`src/rtl/core/qrs_pkg.sv`:
```
// qrs_pkg: shared widths and the per-stage payload type for the root solver.
// No dependencies.
`timescale 1ns / 1ps
package qrs_pkg;
  localparam int DISC_W = 35;
  localparam int ROOT_W = 18;
  localparam int NUM_W  = 18;
  localparam int DEN_W  = 17;
  localparam int QUO_W  = 35;
  localparam int SQ_STEPS = 18;
  localparam int DV_STEPS = 35;

  typedef struct packed {
    logic              vld;
    logic              degen;
    logic              neg_disc;
    logic signed [15:0] b;
    logic [DEN_W-1:0]  den;
    logic              den_neg;
  } qrs_ctl_t;
endpackage

```
`src/rtl/core/qrs_sqrt_cell.sv`:
```
// qrs_sqrt_cell: one registered step of the restoring integer square root.
// Depends on qrs_pkg.
`timescale 1ns / 1ps
module qrs_sqrt_cell (
  input  logic                       clk,
  input  logic                       rst,
  input  qrs_pkg::qrs_ctl_t          ctl_in,
  input  logic [qrs_pkg::DISC_W:0]   rem_in,
  input  logic [qrs_pkg::ROOT_W-1:0] root_in,
  input  logic [qrs_pkg::DISC_W:0]   rad_in,
  output qrs_pkg::qrs_ctl_t          ctl_out,
  output logic [qrs_pkg::DISC_W:0]   rem_out,
  output logic [qrs_pkg::ROOT_W-1:0] root_out,
  output logic [qrs_pkg::DISC_W:0]   rad_out
);
  import qrs_pkg::*;
  logic [DISC_W:0] rem_sh;
  logic [DISC_W:0] trial;
  logic            take;

  always_comb begin
    rem_sh = {rem_in[DISC_W-2:0], rad_in[DISC_W:DISC_W-1]};
    trial  = {{(DISC_W-ROOT_W-1){1'b0}}, root_in, 2'b01};
    take   = rem_sh >= trial;
  end

  always_ff @(posedge clk) begin
    if (rst) begin
      ctl_out.vld <= 1'b0;
    end else begin
      ctl_out.vld <= ctl_in.vld;
    end
    ctl_out.degen    <= ctl_in.degen;
    ctl_out.neg_disc <= ctl_in.neg_disc;
    ctl_out.b        <= ctl_in.b;
    ctl_out.den      <= ctl_in.den;
    ctl_out.den_neg  <= ctl_in.den_neg;
    rem_out  <= take ? rem_sh - trial : rem_sh;
    root_out <= {root_in[ROOT_W-2:0], take};
    rad_out  <= {rad_in[DISC_W-2:0], 2'b00};
  end
endmodule

```
`config.mk`:
```
export PLATFORM = sky130hd
export DESIGN_NAME = qrs_sqrt_cell
export DESIGN_NICKNAME = d
export VERILOG_FILES = /design/src/rtl/core/qrs_pkg.sv /design/src/rtl/core/qrs_sqrt_cell.sv
export SDC_FILE = /design/constraint.sdc
export NUM_CORES = 1
export LEC_CHECK = 0
export BUFFER_PORTS_ARGS = -buffer_cell sky130_fd_sc_hd__buf_2
export CAP_MARGIN = 10
export CORE_ASPECT_RATIO = 1.25
export CORE_UTILIZATION = 39
export DETAILED_ROUTE_END_ITERATION = 7
export PLACE_DENSITY_LB_ADDON = 0.2
export SYNTH_ARGS = -nofsm -noshare
export SYNTH_HDL_FRONTEND = slang
export SYNTH_SLANG_ARGS = --single-unit
```
`constraint.sdc`:
```
create_clock -name clk -period 3.2 [get_ports clk]
set_input_delay 0.96 -clock clk [delete_from_list [all_inputs] [get_ports clk]]
set_output_delay 0.96 -clock clk [all_outputs]
set_load 0.005 [all_outputs]
```
# After elaboration in Yosys (flattened, before gate mapping)
# Index checks and enable logic that the tools add are counted.
[word_totals]
regBits = 125
output_inout_bits = 127
elab_cells = 12
[op_classes]
add_sub_neg = 1
order_cmp = 1
n_mux = 1
[op_table]
columns = ["cell", "n"]
rows = [
  ["36-bit by 20-bit greater-or-equal comparator with 1-bit output", 1],
  ["36-bit 2-to-1 mux", 1],
  ["36-bit by 20-bit subtractor with 36-bit output", 1],
]

# Logic depth before layout (Yosys ltp)
[logic_depth]
word_depth = 2
depth_mapped = 11

# Least setup slack after synthesis
# Ideal clock, no wire load.
[synth_path]
path_type = "input port to flip-flop"
startpoint = "input port rem_in[22] in the netlist's numbering"
endpoint = "register rem_out[19] in the netlist's numbering"
setup_ns = 0.116
t_arrival_ns = 2.950
t_required_ns = 3.084
slack_ns = 0.134
cell_stages = 9
cell_sequence = "or4_1 -> buf_2 -> or4_4 -> a211oi_2 -> nor3b_2 -> o21a_2 -> inv_2 -> buf_2 -> o211a_1"
[synth_between]
elab_chain_len = 2
[synth_rtl]
columns = ["item", "line", "text"]
rows = [
  ["start, declared", "qrs_sqrt_cell.sv:8", "input logic [qrs_pkg::DISC_W:0] rem_in,"],
  ["36-bit by 20-bit greater-or-equal comparator with 1-bit output", "qrs_sqrt_cell.sv:24", "take = rem_sh >= trial;"],
  ["36-bit 2-to-1 mux", "qrs_sqrt_cell.sv:38", "rem_out <= take ? rem_sh - trial : rem_sh;"],
  ["end signal, assigned", "qrs_sqrt_cell.sv:38", ""],
  ["end, declared", "qrs_sqrt_cell.sv:12", "output logic [qrs_pkg::DISC_W:0] rem_out,"],
]
# No other way between the ends.
# A chain may end at the register's enable or synchronous reset.

# Final worst setup path
[layout_path]
startpoint = "input port rem_in[22] in the netlist's numbering"
endpoint = "register rem_out[15] in the netlist's numbering"
# Same word-level chain as after synthesis.

==> metrics.md <==
| Metric | Value |
|---|---|
| Initial antenna violation count | 0 |
| Final Max Tran Viols | 0 |
| Final hold vios | 0 |
| HP Start | ctl_in[33] |
| Crit Path Category | in -> reg |
| YS warnings | 0 |
| TritonCTS buffer count | 17 |
| Die ar. | around 11000 sq um |
| Tcrit/Tclk final | around nine tenths |
| Xor-xnor portion of the synthesized cell area | 6.59% |
| Number of vias per cell | between 4 and 5 |
| Largest net degree at the start of global routing | 18 |
| First-pass GRT wire length | 18100 um |
| Core area | about 11000 sq um |
| Clock transition at path regs | around 0.06 ns |
| Post-CTS Hold Fix Bufs | 0 |
| Main combinational cell family by area after synthesis | compound AO/OA/AOI/OAI gates |
| CTS tree | yes |
| Simple-gate share of the synthesized area | 11.8% |
| Slowest stage cell, crit path | or4_1 |
| Async set-reset flop share out of synthesis | 0% |
| Seq/Total Area, Yosys | around three fifths |
| IO Count | about 260 |
| ANT nets after route | 0 |
| Initial DRC Count | slightly above 60 |
| Peak Freq | about 0.34 GHz |
| Sink Count | about 130 |
| Primary FF master, synth | dfxtp_1 |
| Pwr/cell area | around 630 nW/um^2 |
| Critical Path Max Stage Delay | 0.59 ns |
| Post-Place Setup Slack | -0.139 ns |
| Layout Nets | roughly 860 |
| DRC | 0 |
| CP Cell Sequence | buf_2, or4_1, or4_4, a211oi_2, nor3b_2, o21a_2, inv_2, buf_4, nor2_1, a21oi_1 |
| Netlist cell types | a little under 50 |
| Clock buffer depth | 2 |
| DRT Pass-1 Iters | 4 |
| Area contributors post-synth | dfxtp_1, ha_1, xnor2_1 |
| Setup Buffers After CTS | 0 |
| Post-synthesis mux area share | 0% |
| Startpoint types | input pin |
| Die X | 95.4 um |
| Initial Util | between 40% and 50% |
| Share of cells above drive strength 1 | 46.3% |
| Final setup margin | about 0.27 ns |
| Yosys top cell by area | dfxtp_1 |
| Maximum VDD drop | between 300 and 400 uV |
| Post-synthesis cell area | approximately 4300 sq um |
| Crit-path max FO | 17 |
| Vias in the first global route | ~4100 |
| Setup TNS | 0 ns |
| Routed WL per cell | 13.6 um |
| CP Data Arrival Time | about 3.2 ns |
| Crit path capture type | flip-flop |
| GR Util All Layers | 20.9% |
| Fill cell count | around 960 |
| CP Data Required Time | approximately 3.5 ns |
| Final Routed Wirelength | ~12000 um |
| # setup viols final | 0 |
| HPWL after DPL | approximately 9400 um |
| Seq cells post-synth | 125 |
| Synth Area per Inst | 10.6 sq um |
| Cts repair resizes | 0 |
| Maximum capacitance violations | 0 |
| WHS | 0.650 ns |
| Post-synthesis adder-cell area fraction | roughly 6% |
| RSZ-0062 raised after global routing | false |
| Top cells by count, synth | dfxtp_1, a21oi_1, inv_1, nand2_1 |
| Leakage | 3.27 nW |
| Die Y | between 100 and 150 um |
| Number of core rows | 42 |
| Antenna cells | 0 |
| Vias | 4017 |
| Final Critical Period | 2.93 ns |
| Synth top area share | approximately three fifths |
| Clk root buf | clkbuf_16 |
| Utilization after layout | 61.6% |
| Status | complete, no violations |
| Count leader, synth | dfxtp_1 |
| H-tree depth | 4 |
| Grt ovf | 0 |
| Area delta synth->final | 53.6% |
| Synth Instances | roughly 400 |
| Post-synth EDFFs | 0 |
| Min-delay worst type | in -> reg |
| Crit path from | rem_in[22] |
| Gpl congestion | 0.912 |
| Compound-Gate Fraction of Synth Area | a little over an eighth |
| Port Buffers | 251 |
==> cell families (layout without fill, tap and decap cells) <==
| group | Yosys count | in the layout |
|---|---|---|
| DFF | 125 | 125 |
| and+or+nand+nor | 98 | 98 |
| AOI/OAI and AO/OA | 90 | 90 |
| buffers and inverters | 35 | 356 |
| xor gates and xnor gates | 32 | 32 |
| adders and majority gates | 20 | 20 |
| other | 1 | 2 |
==> cell usage in the layout, fill, tap and decap left out, types with 3 or more instances in the layout <==
master      Yosys  routed
and3_1          3       3
nor3_1          9       9
nand2_1        23      23
buf_2           4     251
nor2_1         21      21
ha_1           20      20
o211ai_1        5       5
dfxtp_1       125     125
a21oi_1        36      36
inv_1          25      25
nor4_1          8       8
xnor2_1        21      21
a211oi_1        4       4
inv_6           0       6
nand3_1         9       9
nand2b_1        4       4
or4_1           3       3
o21a_1          3       3
or3_1           3       3
clkinvlp_4      0       3
o21ai_0        21      21
a211o_1         3       3
clkbuf_16       0      17
and2_1          3       3
buf_4           2      47
nand4_1         5       5
xor2_1         11      11
==> state kept, by name, summed over array words and instances, names as in the netlist <==
register  cells
ctl_out      37
rem_out      36
rad_out      34
root_out     18
==> power breakdown <==
| part | internal [W] | leakage, nW | switching [W] | total [W] |
|---|---|---|---|---|
| sequential | 0.00169 | 1.05 | 0.0000297 | 0.00171 |
| combinational | 0.000304 | 1.94 | 0.000280 | 0.000584 |
| clock | 0.00108 | 0.270 | 0.000717 | 0.00180 |
| total | 0.00307 | 3.27 | 0.00103 | 0.00410 |
==> layer usage <==
layer / track usage [%] / vias up / part of all wire, %
met5: 0 / - / 0
met4: 9.33 / 0 / 1.9
met3: 7.01 / 14 / 8.3
met2: 40.0 / 169 / 54
met1: 19.1 / 1823 / 36
li1: - / 2011 / -
==> path summary, 6_finish.rpt <==
kind                     endpoint  slack (ns)  cells after the start
worst max-delay path  rem_out[15]        0.27                     10
worst min-delay path  ctl_out[33]        0.65                      1
==> worst max-delay path: cells and delay by family <==
| family | cells | cell delay (ns) |
|---|---|---|
| AOI/OAI and AO/OA | 3 | 0.42 |
| buffers and inverters | 3 | 0.46 |
| and+or+nand+nor | 4 | 1.35 |
==> layout make-up <==
type                    count  area [sq um]  share of cell area (%)
well taps                 132           165                    2.53
inverters                  26          97.6                    1.49
clock inverters            14           135                    2.07
multi-input cells         242          1600                    24.4
flip-flops and latches    125          2500                    38.3
repair buffers            298          1610                    24.6
clock buffers              18           429                    6.57
==> per-stage QoR <==
step	instance area (sq um)	power, W	cells
global route	6540	0.00429	855
global placement	5970	0.00233	823
detailed placement	5970	0.00233	823
finish	6540	0.00410	855
CTS	6540	0.00415	855
floorplan	4260	0.00200	402
(Power assumes the default switching activity.)
