### src/rtl/core/qrs_pkg.sv
// qrs_pkg: shared widths and the per-stage payload type for the root solver.
// No dependencies.
`timescale 1ns / 1ps
package qrs_pkg;
  localparam int DISC_W = 35;
  localparam int ROOT_W = 18;
  localparam int NUM_W  = 18;
  localparam int DEN_W  = 17;
  localparam int QUO_W  = 35;
  localparam int SQ_STEPS = 18;
  localparam int DV_STEPS = 35;

  typedef struct packed {
    logic              vld;
    logic              degen;
    logic              neg_disc;
    logic signed [15:0] b;
    logic [DEN_W-1:0]  den;
    logic              den_neg;
  } qrs_ctl_t;
endpackage

### src/rtl/core/qrs_div_cell.sv
// qrs_div_cell: one registered restoring-division step for both roots.
// Depends on qrs_pkg.
`timescale 1ns / 1ps
module qrs_div_cell (
  input  logic                      clk,
  input  logic                      rst,
  input  qrs_pkg::qrs_ctl_t         ctl_in,
  input  logic [1:0]                neg_in,
  input  logic [qrs_pkg::QUO_W-1:0] dvd_p_in,
  input  logic [qrs_pkg::QUO_W-1:0] dvd_m_in,
  input  logic [qrs_pkg::DEN_W:0]   rem_p_in,
  input  logic [qrs_pkg::DEN_W:0]   rem_m_in,
  output qrs_pkg::qrs_ctl_t         ctl_out,
  output logic [1:0]                neg_out,
  output logic [qrs_pkg::QUO_W-1:0] dvd_p_out,
  output logic [qrs_pkg::QUO_W-1:0] dvd_m_out,
  output logic [qrs_pkg::DEN_W:0]   rem_p_out,
  output logic [qrs_pkg::DEN_W:0]   rem_m_out
);
  import qrs_pkg::*;
  logic [DEN_W+1:0] sp, sm, dn;
  logic tp, tm;

  always_comb begin
    dn = {2'b00, ctl_in.den};
    sp = {rem_p_in, dvd_p_in[QUO_W-1]};
    sm = {rem_m_in, dvd_m_in[QUO_W-1]};
    tp = sp >= dn;
    tm = sm >= dn;
  end

  always_ff @(posedge clk) begin
    if (rst) begin
      ctl_out.vld <= 1'b0;
    end else begin
      ctl_out.vld <= ctl_in.vld;
    end
    ctl_out.degen    <= ctl_in.degen;
    ctl_out.neg_disc <= ctl_in.neg_disc;
    ctl_out.b        <= ctl_in.b;
    ctl_out.den      <= ctl_in.den;
    ctl_out.den_neg  <= ctl_in.den_neg;
    neg_out   <= neg_in;
    rem_p_out <= tp ? (DEN_W+1)'(sp - dn) : (DEN_W+1)'(sp);
    rem_m_out <= tm ? (DEN_W+1)'(sm - dn) : (DEN_W+1)'(sm);
    dvd_p_out <= {dvd_p_in[QUO_W-2:0], tp};
    dvd_m_out <= {dvd_m_in[QUO_W-2:0], tm};
  end
endmodule

### config.mk
export PLATFORM = sky130hd
export DESIGN_NAME = qrs_div_cell
export DESIGN_NICKNAME = d
export VERILOG_FILES = /design/src/rtl/core/qrs_pkg.sv /design/src/rtl/core/qrs_div_cell.sv
export SDC_FILE = /design/constraint.sdc
export NUM_CORES = 1
export LEC_CHECK = 0
export BUFFER_PORTS_ARGS = -buffer_cell sky130_fd_sc_hd__buf_2
export CAP_MARGIN = 10
export CORE_ASPECT_RATIO = 1.75
export CORE_MARGIN = 2
export CORE_UTILIZATION = 40
export DETAILED_ROUTE_END_ITERATION = 10
export GPL_TIMING_DRIVEN = 0
export HOLD_SLACK_MARGIN = 0.02
export PLACE_DENSITY = 0.76
export RECOVER_POWER = 100
export SLEW_MARGIN = 20
export SYNTH_ARGS = -nofsm -noshare
export SYNTH_HDL_FRONTEND = slang
export SYNTH_SLANG_ARGS = --single-unit
### constraint.sdc
create_clock -name clk -period 2.23 [get_ports clk]
set_clock_uncertainty 0.1 [all_clocks]
set_input_delay 0.223 -clock clk [delete_from_list [all_inputs] [get_ports clk]]
set_output_delay 0.223 -clock clk [all_outputs]
set_load 0.02 [all_outputs]
Word-level counts from Yosys, hierarchy flattened
Cells that the tools add are included.
W data, S select, Z words.
{"block": "totals", "out_inout_bits": 145, "ram_bits": 0, "latchBits": 0, "elab_cells": 17, "ff_bits": 145, "romBits": 0, "in_bits": 147, "mem_count": 0}
{"block": "op_classes", "magnitude_cmp": 2, "reduce_logical": 0, "add_sub_neg": 2, "bitwise_logic": 0, "multipliers": 0, "eq_ne": 0, "mux": 2, "n_shift": 0, "div": 0}
{"cell": "$ge A19 B17 Y1", "count": 2}
{"cell": "$mux W18", "count": 2}
{"cell": "$sub A18 B17 Y18", "count": 2}

Depth between registers and ports, before layout
Gate-level depths: netlist of run 1.
{"block": "logic_depth", "depth_word": 2, "ltp_mapped": 11, "ltp_nobuf": 10}

Worst setup path before layout of run 1
Ideal clock, no wire load.
{"block": "synth_timing", "path_type": "input to register", "startpoint": "input dvd_m_in[34] (netlist bit)", "endpoint": "register rem_m_out[16] (netlist bit)", "path_slack_ns": -0.132, "path_buffers": 0, "required_time_ns": 2.009, "stages": 10, "arrival_ns": 2.141, "setup_time_ns": 0.121, "cell_sequence": "inv_1 ha_1 inv_1 fa_1 nand3_1 a21oi_1 a2111oi_4 o31ai_1 a221o_1 mux2_4"}
{"block": "synth_between", "elab_chain_len": 2, "word_cells_on_any_way": 3, "classes_between": "add/sub: 1; order compare: 1; mux: 1"}
{"item": "start, declared", "line_no": "qrs_div_cell.sv:10", "text": "input logic [qrs_pkg::QUO_W-1:0] dvd_m_in,"}
{"item": "$sub A18 B17 Y18 or $ge A19 B17 Y1 (tied branches)", "line_no": "qrs_div_cell.sv:45, qrs_div_cell.sv:29"}
{"item": "$mux W18 (*)", "line_no": "qrs_div_cell.sv:45", "text": "rem_m_out <= tm ? (DEN_W+1)'(sm - dn) : (DEN_W+1)'(sm);"}
{"item": "end signal, assigned", "line_no": "qrs_div_cell.sv:45"}
{"item": "end, declared", "line_no": "qrs_div_cell.sv:18", "text": "output logic [qrs_pkg::DEN_W:0] rem_m_out"}
Every way passes the cells marked *; elsewhere a longest branch is shown, timed or not.
A chain may end at the register's enable or synchronous reset.

Final worst setup path of run 1
{"block": "layout_timing", "startpoint": "input ctl_in[2] (netlist bit)", "endpoint": "register rem_p_out[14] (netlist bit)"}
{"block": "layout_between", "elab_chain_len": 2, "word_cells_on_any_way": 3, "classes_between": "add/sub: 1; order compare: 1; mux: 1"}
{"item": "start, declared", "line_no": "qrs_div_cell.sv:7", "text": "input qrs_pkg::qrs_ctl_t ctl_in,"}
{"item": "$sub A18 B17 Y18 or $ge A19 B17 Y1 (tied branches)", "line_no": "qrs_div_cell.sv:44, qrs_div_cell.sv:28"}
{"item": "$mux W18 (*)", "line_no": "qrs_div_cell.sv:44", "text": "rem_p_out <= tp ? (DEN_W+1)'(sp - dn) : (DEN_W+1)'(sp);"}
{"item": "end signal, assigned", "line_no": "qrs_div_cell.sv:44"}
{"item": "end, declared", "line_no": "qrs_div_cell.sv:17", "text": "output logic [qrs_pkg::DEN_W:0] rem_p_out,"}
Marked as above.

==> reports/metrics.cfg, run 1 <==
[status]
outcome=complete, but fails checks
violations=negative setup slack

[route]
dr_wl_met3_um=1370
first_pass_iters=6
antenna_left=0
wl_per_cell_um=18.5
totalWireLength_um=20300
drcViolationCount=0
wl_met2_um=10800
vias_per_cell=4.79
routed.top_layer=met4
wl_met1_um=7170
dr_total_vias=5255
drt_iter0_drc=134

[run]
drv_cap=0

[finish]
syn_to_final_growth_pct=71.9
drive_above_1_share=0.261
final_common_cell=clkbuf_1
layout.cells.non_filler=1097
final_util=0.702
final_cell_mix=clkbuf_1 (163), dfxtp_1 (145), dlygate4sd3_1 (142), buf_2 (130), a21oi_1 (30)
nNetsFinal=1095
design_area_mm2=0.00904
nFillCells=976

[power]
p_per_area_mw_per_mm2=837
p_leak_uw=0.00396
ir_drop_uv=537

[place]
placed_area_mm2=0.00707
place.gp.congestion=0.915
dp_cells=919
io_buffers=291
dp_hpwl_um=13200

[sta]
fin_crit_ps=2250
slew_headroom=0.637
period_share=1.01
final_hold_viol_count=0
drv_slew=0
worstMarginPinSlew_ps=544
setup_violations=1
setup_ws_ps=-22.3
fmax_ghz=0.444

[grt]
antenna_found_initial=1
grt_pass1_vias=5732
grtUsageTotal=0.283
grt_overflow=0
grt_max_degree=17
grt_pass1_wl_um=30700

[synth]
syn_avg_cell_area_um2=11.5
yosysSeqAreaShare=0.552
postSynth.asyncResetShare=0
synthFlopType=dfxtp_1
syn_inst=457
synth_area_mm2=0.00526
syn-num-nets=640
synth_edf_count=0
ys_ff_latch=145
ys_types=54
synth_warnings=0

[clocking]
clk_path_buf_depth=2
cts_sinks=145
cts_htree_levels=4
clk_pin_slew_worst_paths_ps=60
cts_tree=built
cts-root-buf=clkbuf_16
cts_made_buffers=17

[setup_path]
end_kind=flop
slowest_stage=fa_1
worst_path_dominant_cell_family=compound AO/OA/AOI/OAI gates
crit_path_start_kind=input port
cp_num_buf_inv=3
path_class=in -> reg
worst_ep_arrival_time_ps=2450
critPathMaxStageDelay_ps=450
cp.required_ps=2430
crit_chain=buf_2 -> clkinvlp_4 -> buf_4 -> fa_1 -> nand3_1 -> a21oi_1 -> o211ai_1 -> a41oi_1 -> xor2_1 -> mux2_4
cp_max_fo=4

[min_path]
hold_depth=2
hp-class=in -> reg
hold_end=rem_p_out[1]
hp-start=rem_p_in[0]

[floorplan]
coreArea_mm2=0.0129
io_pins=292
fp.dieH_um=156
dieArea_mm2=0.0141
chipWidth_um=90.7
rows=55
start_util=0.409

==> how the worst max path moves through the flow <==
stage	slack, ps	startpoint	cells after the start	endpoint
after global placement	-620	ctl_in[13]	12	rem_m_out[11]
after floorplan	-20	ctl_in[2]	10	rem_m_out[11]
after global routing	-20	ctl_in[13]	12	rem_m_out[13]
final	-20	ctl_in[2]	10	rem_p_out[14]
after detailed placement	-610	ctl_in[13]	12	rem_m_out[13]
after CTS	2	ctl_in[2]	10	rem_p_out[14]
==> sequential cells by signal, indices dropped and copies added, names as in the netlist <==
| name | count |
|---|---|
| ctl_out | 37 |
| dvd_m_out | 35 |
| dvd_p_out | 35 |
| neg_out | 2 |
| rem_m_out | 18 |
| rem_p_out | 18 |
==> cell families after synthesis <==
kind of cell | after synthesis | share of synthesized area
flops | 145 | 0.552
compound gates | 97 | 0.125
simple gates | 84 | 0.0816
buf+inv | 36 | 0.0312
fa+ha+maj | 36 | 0.0885
mux | 32 | 0.0764
xor+xnor | 27 | 0.0450
==> Yosys cell counts (all sizes together) (4+ instances only) <==
| cell | number | share of area |
|---|---|---|
| a21o | 8 | 0.011 |
| a21oi | 36 | 0.036 |
| a31oi | 4 | 0.0048 |
| buf | 7 | 0.010 |
| clkbuf | 5 | 0.0038 |
| dfxtp | 145 | 0.55 |
| ha | 34 | 0.081 |
| inv | 24 | 0.017 |
| mux2 | 29 | 0.071 |
| nand2 | 26 | 0.020 |
| nand3 | 11 | 0.010 |
| nand4 | 6 | 0.0071 |
| nor2 | 17 | 0.012 |
| nor2b | 4 | 0.0048 |
| nor3 | 4 | 0.0038 |
| o211ai | 4 | 0.0067 |
| o21a | 9 | 0.013 |
| o21ai | 17 | 0.016 |
| xnor2 | 17 | 0.028 |
| xor2 | 10 | 0.017 |
==> cell type report <==
| cell class | count | area (µm²) | share of cell area |
|---|---|---|---|
| antenna | 1 | 2.50 | 0.000277 |
| buffer | 11 | 91.3 | 0.0101 |
| clock buffer | 18 | 439 | 0.0486 |
| clock inverter | 14 | 168 | 0.0185 |
| inverter | 24 | 93.8 | 0.0104 |
| multi-input combinational | 276 | 2410 | 0.266 |
| sequential | 145 | 2900 | 0.321 |
| tap | 171 | 214 | 0.0237 |
| timing repair buffer | 437 | 2720 | 0.301 |
==> per-layer routing <==
layer | vias up | track usage
met2 | 262 | 0.536
met4 | 0 | 0.141
met1 | 2409 | 0.273
met5 | - | 0
met3 | 59 | 0.0836
li1 | 2525 | -
==> stage by stage <==
stage               setup slack, ps  hold WS [ps]  total power (µW)  TNS, ps
floorplan                     -18.5           151              3940    -92.6
global placement               -623           225              4470   -14340
detailed placement             -606           227              4490   -14590
CTS                            1.72          28.8              7590        0
global route                  -17.4          35.8              7840    -76.7
finish                        -22.3          45.6              7570    -22.3
==> where the power goes <==
part	switching, µW	internal [µW]
clock	1270	1630
combinational	986	762
sequential	79.7	2840
==> what timing repair did <==
item | in CTS | in global routing
setup endpoints to repair | 10 | 13
pin swaps | 3 | 5
endpoints found under the hold margin | 141 | 0
gates cloned | 0 | 0
gates resized for setup | 7 | 12
buffers inserted | 0 | 4
hold buffers | 142 | 0
(Power assumes the default switching activity.)
==> run 2: changes to the inputs <==
--- a/config.mk
+++ b/config.mk
@@ -15,6 +15,7 @@
 export HOLD_SLACK_MARGIN = 0.02
 export PLACE_DENSITY = 0.76
 export RECOVER_POWER = 100
+export SKIP_LAST_GASP = 1
 export SLEW_MARGIN = 20
 export SYNTH_ARGS = -nofsm -noshare
 export SYNTH_HDL_FRONTEND = slang
==> constraint.sdc (replaced) <==
create_clock -name clk -period 2.23 [get_ports clk]
set_clock_uncertainty 0.1 [all_clocks]
set_input_delay 0.223 -clock clk [delete_from_list [all_inputs] [get_ports clk]]
set_output_delay 0.223 -clock clk [all_outputs]
set_load 0.005 [all_outputs]
==> run 2 against run 1 <==
Sequential power about the same. Highest routed layer unchanged. First-iteration DRC count shrank 9.0%. Sequential share of layout area fell by 0.17 points. Via count hardly changed. Utilization grew 0.38 points. Global-route usage about the same. Count of clock-buffer cells in the layout is the same. Critical path depth unchanged. Clock power about the same. Power decreased by 3.6%. The run still ends with negative setup slack left.
==> reports/metrics.cfg, run 2 (same netlist as run 1, synthesis figures left out) <==
[sta]
period_share=1.01
setup_violations=1
worst_hold_slack_ps=43.4
slew_headroom=0.748
fin_crit_ps=2250
tns_ps=-21.4
rsz0062_at_grt=yes
drv_slew=0
final_hold_viol_count=0
fmax_ghz=0.444
setup_ws_ps=-21.4
worstMarginPinSlew_ps=374

[clocking]
clk_pin_slew_worst_paths_ps=60
cts_tree=built
cts_sinks=145
cts_made_buffers=17
cts-root-buf=clkbuf_16
clk_path_buf_depth=2
cts_htree_levels=4

[setup_path]
cp_num_buf_inv=3
cp.required_ps=2430
crit_chain=buf_2 -> clkinvlp_4 -> buf_4 -> fa_1 -> nand3_1 -> a21oi_1 -> o211ai_1 -> a41oi_1 -> xor2_1 -> mux2_4
path_class=in -> reg
worst_path_dominant_cell_family=compound AO/OA/AOI/OAI gates
slowest_stage=fa_1
critPathMaxStageDelay_ps=450
cp_max_fo=4
crit_path_start_kind=input port
end_kind=flop
worst_ep_arrival_time_ps=2450

[floorplan]
rows=55
start_util=0.409
coreArea_mm2=0.0129
chipWidth_um=90.7
io_pins=292
fp.dieH_um=156
dieArea_mm2=0.0141

[finish]
top_register=ctl_out
drive_above_1_share=0.314
nFillCells=930
multiInputGateArea_mm2=0.00238
reg_top3=ctl_out: 37 flops, dvd_m_out: 35 flops, dvd_p_out: 35 flops
largest_reg_flops=37
nNetsFinal=1097
syn_to_final_growth_pct=72.8
register_area_mm2=0.00290
design_area_mm2=0.00909
final_common_cell=buf_2
final_cell_mix=buf_2 (180), dfxtp_1 (145), dlygate4sd3_1 (142), clkbuf_1 (113), a21oi_1 (30)

[place]
dp_hpwl_um=13200
place.gp.congestion=0.915
io_buffers=291
placed_area_mm2=0.00707
post-place-ws_ps=-606

[route]
dr_total_vias=5256
vias_per_cell=4.78
drcViolationCount=0
first_pass_iters=6
drt_iter0_drc=122
wl_per_cell_um=18.3
antenna_left=0
totalWireLength_um=20200

[power]
p_per_area_mw_per_mm2=803
ir_drop_uv=534
p_total_uw=7300
p_leak_uw=0.00410

[grt]
grtUsageTotal=0.282
grt_pass1_wl_um=30700
grt_pass1_vias=5711
grt_max_degree=17
grt_overflow=0
antenna_found_initial=1

[min_path]
hp-start=rem_p_in[0]
hold_end=rem_p_out[1]
hold_depth=2
hp-class=in -> reg

[status]
violations=negative setup slack
outcome=complete, but fails checks

[run]
drv_cap=0

## run 2: area by class of cell
type / instances / area share
flip-flops and latches: 145 / 0.319
repair buffers: 439 / 0.308
multi-input cells: 276 / 0.262
clock buffers: 18 / 0.0483
well taps: 171 / 0.0235
clock inverters: 14 / 0.0184
inverters: 24 / 0.0103
plain buffers: 11 / 0.0100
diodes: 1 / 0.000275
## run 2: report_power, final
part           total [µW]  internal (µW)  switching [µW]
registers            2920           2840            77.6
clock network        2900           1630            1270
logic                1480            782             699
## run 2: timing repair
action                     in CTS  in global routing
hold buffers                  141                  1
gates resized for setup         7                  8
setup buffers                   0                  6
setup endpoints to repair      10                 13
pin swaps                       2                  6
hold endpoints to repair      141                  1
## run 2: worst max path at each step
stage	from	end	slack [ps]	depth (start not counted)
2_1_floorplan	ctl_in[2]	rem_m_out[11]	-20	10
3_3_place_gp	ctl_in[13]	rem_m_out[11]	-620	12
3_5_place_dp	ctl_in[13]	rem_m_out[13]	-610	12
4_1_cts	ctl_in[2]	rem_m_out[13]	-3	11
5_1_grt	ctl_in[2]	rem_p_out[14]	-20	10
6_report	ctl_in[2]	rem_p_out[14]	-20	10
## run 2: per-layer routing
layer	GRT usage	up-vias	part of all wire
met3	0.0836	46	0.067
met1	0.273	2424	0.35
met4	0.135	0	0.038
met5	0	-	0
li1	-	2527	-
met2	0.539	259	0.54
## run 2: metrics by stage
| step | util | cells |
|---|---|---|
| 3_3_place_gp | 0.550 | 919 |
| 4_1_cts | 0.709 | 1092 |
| 5_1_grt | 0.706 | 1099 |
| 3_5_place_dp | 0.550 | 919 |
| 2_1_floorplan | - | 457 |
| 6_report | 0.706 | 1099 |
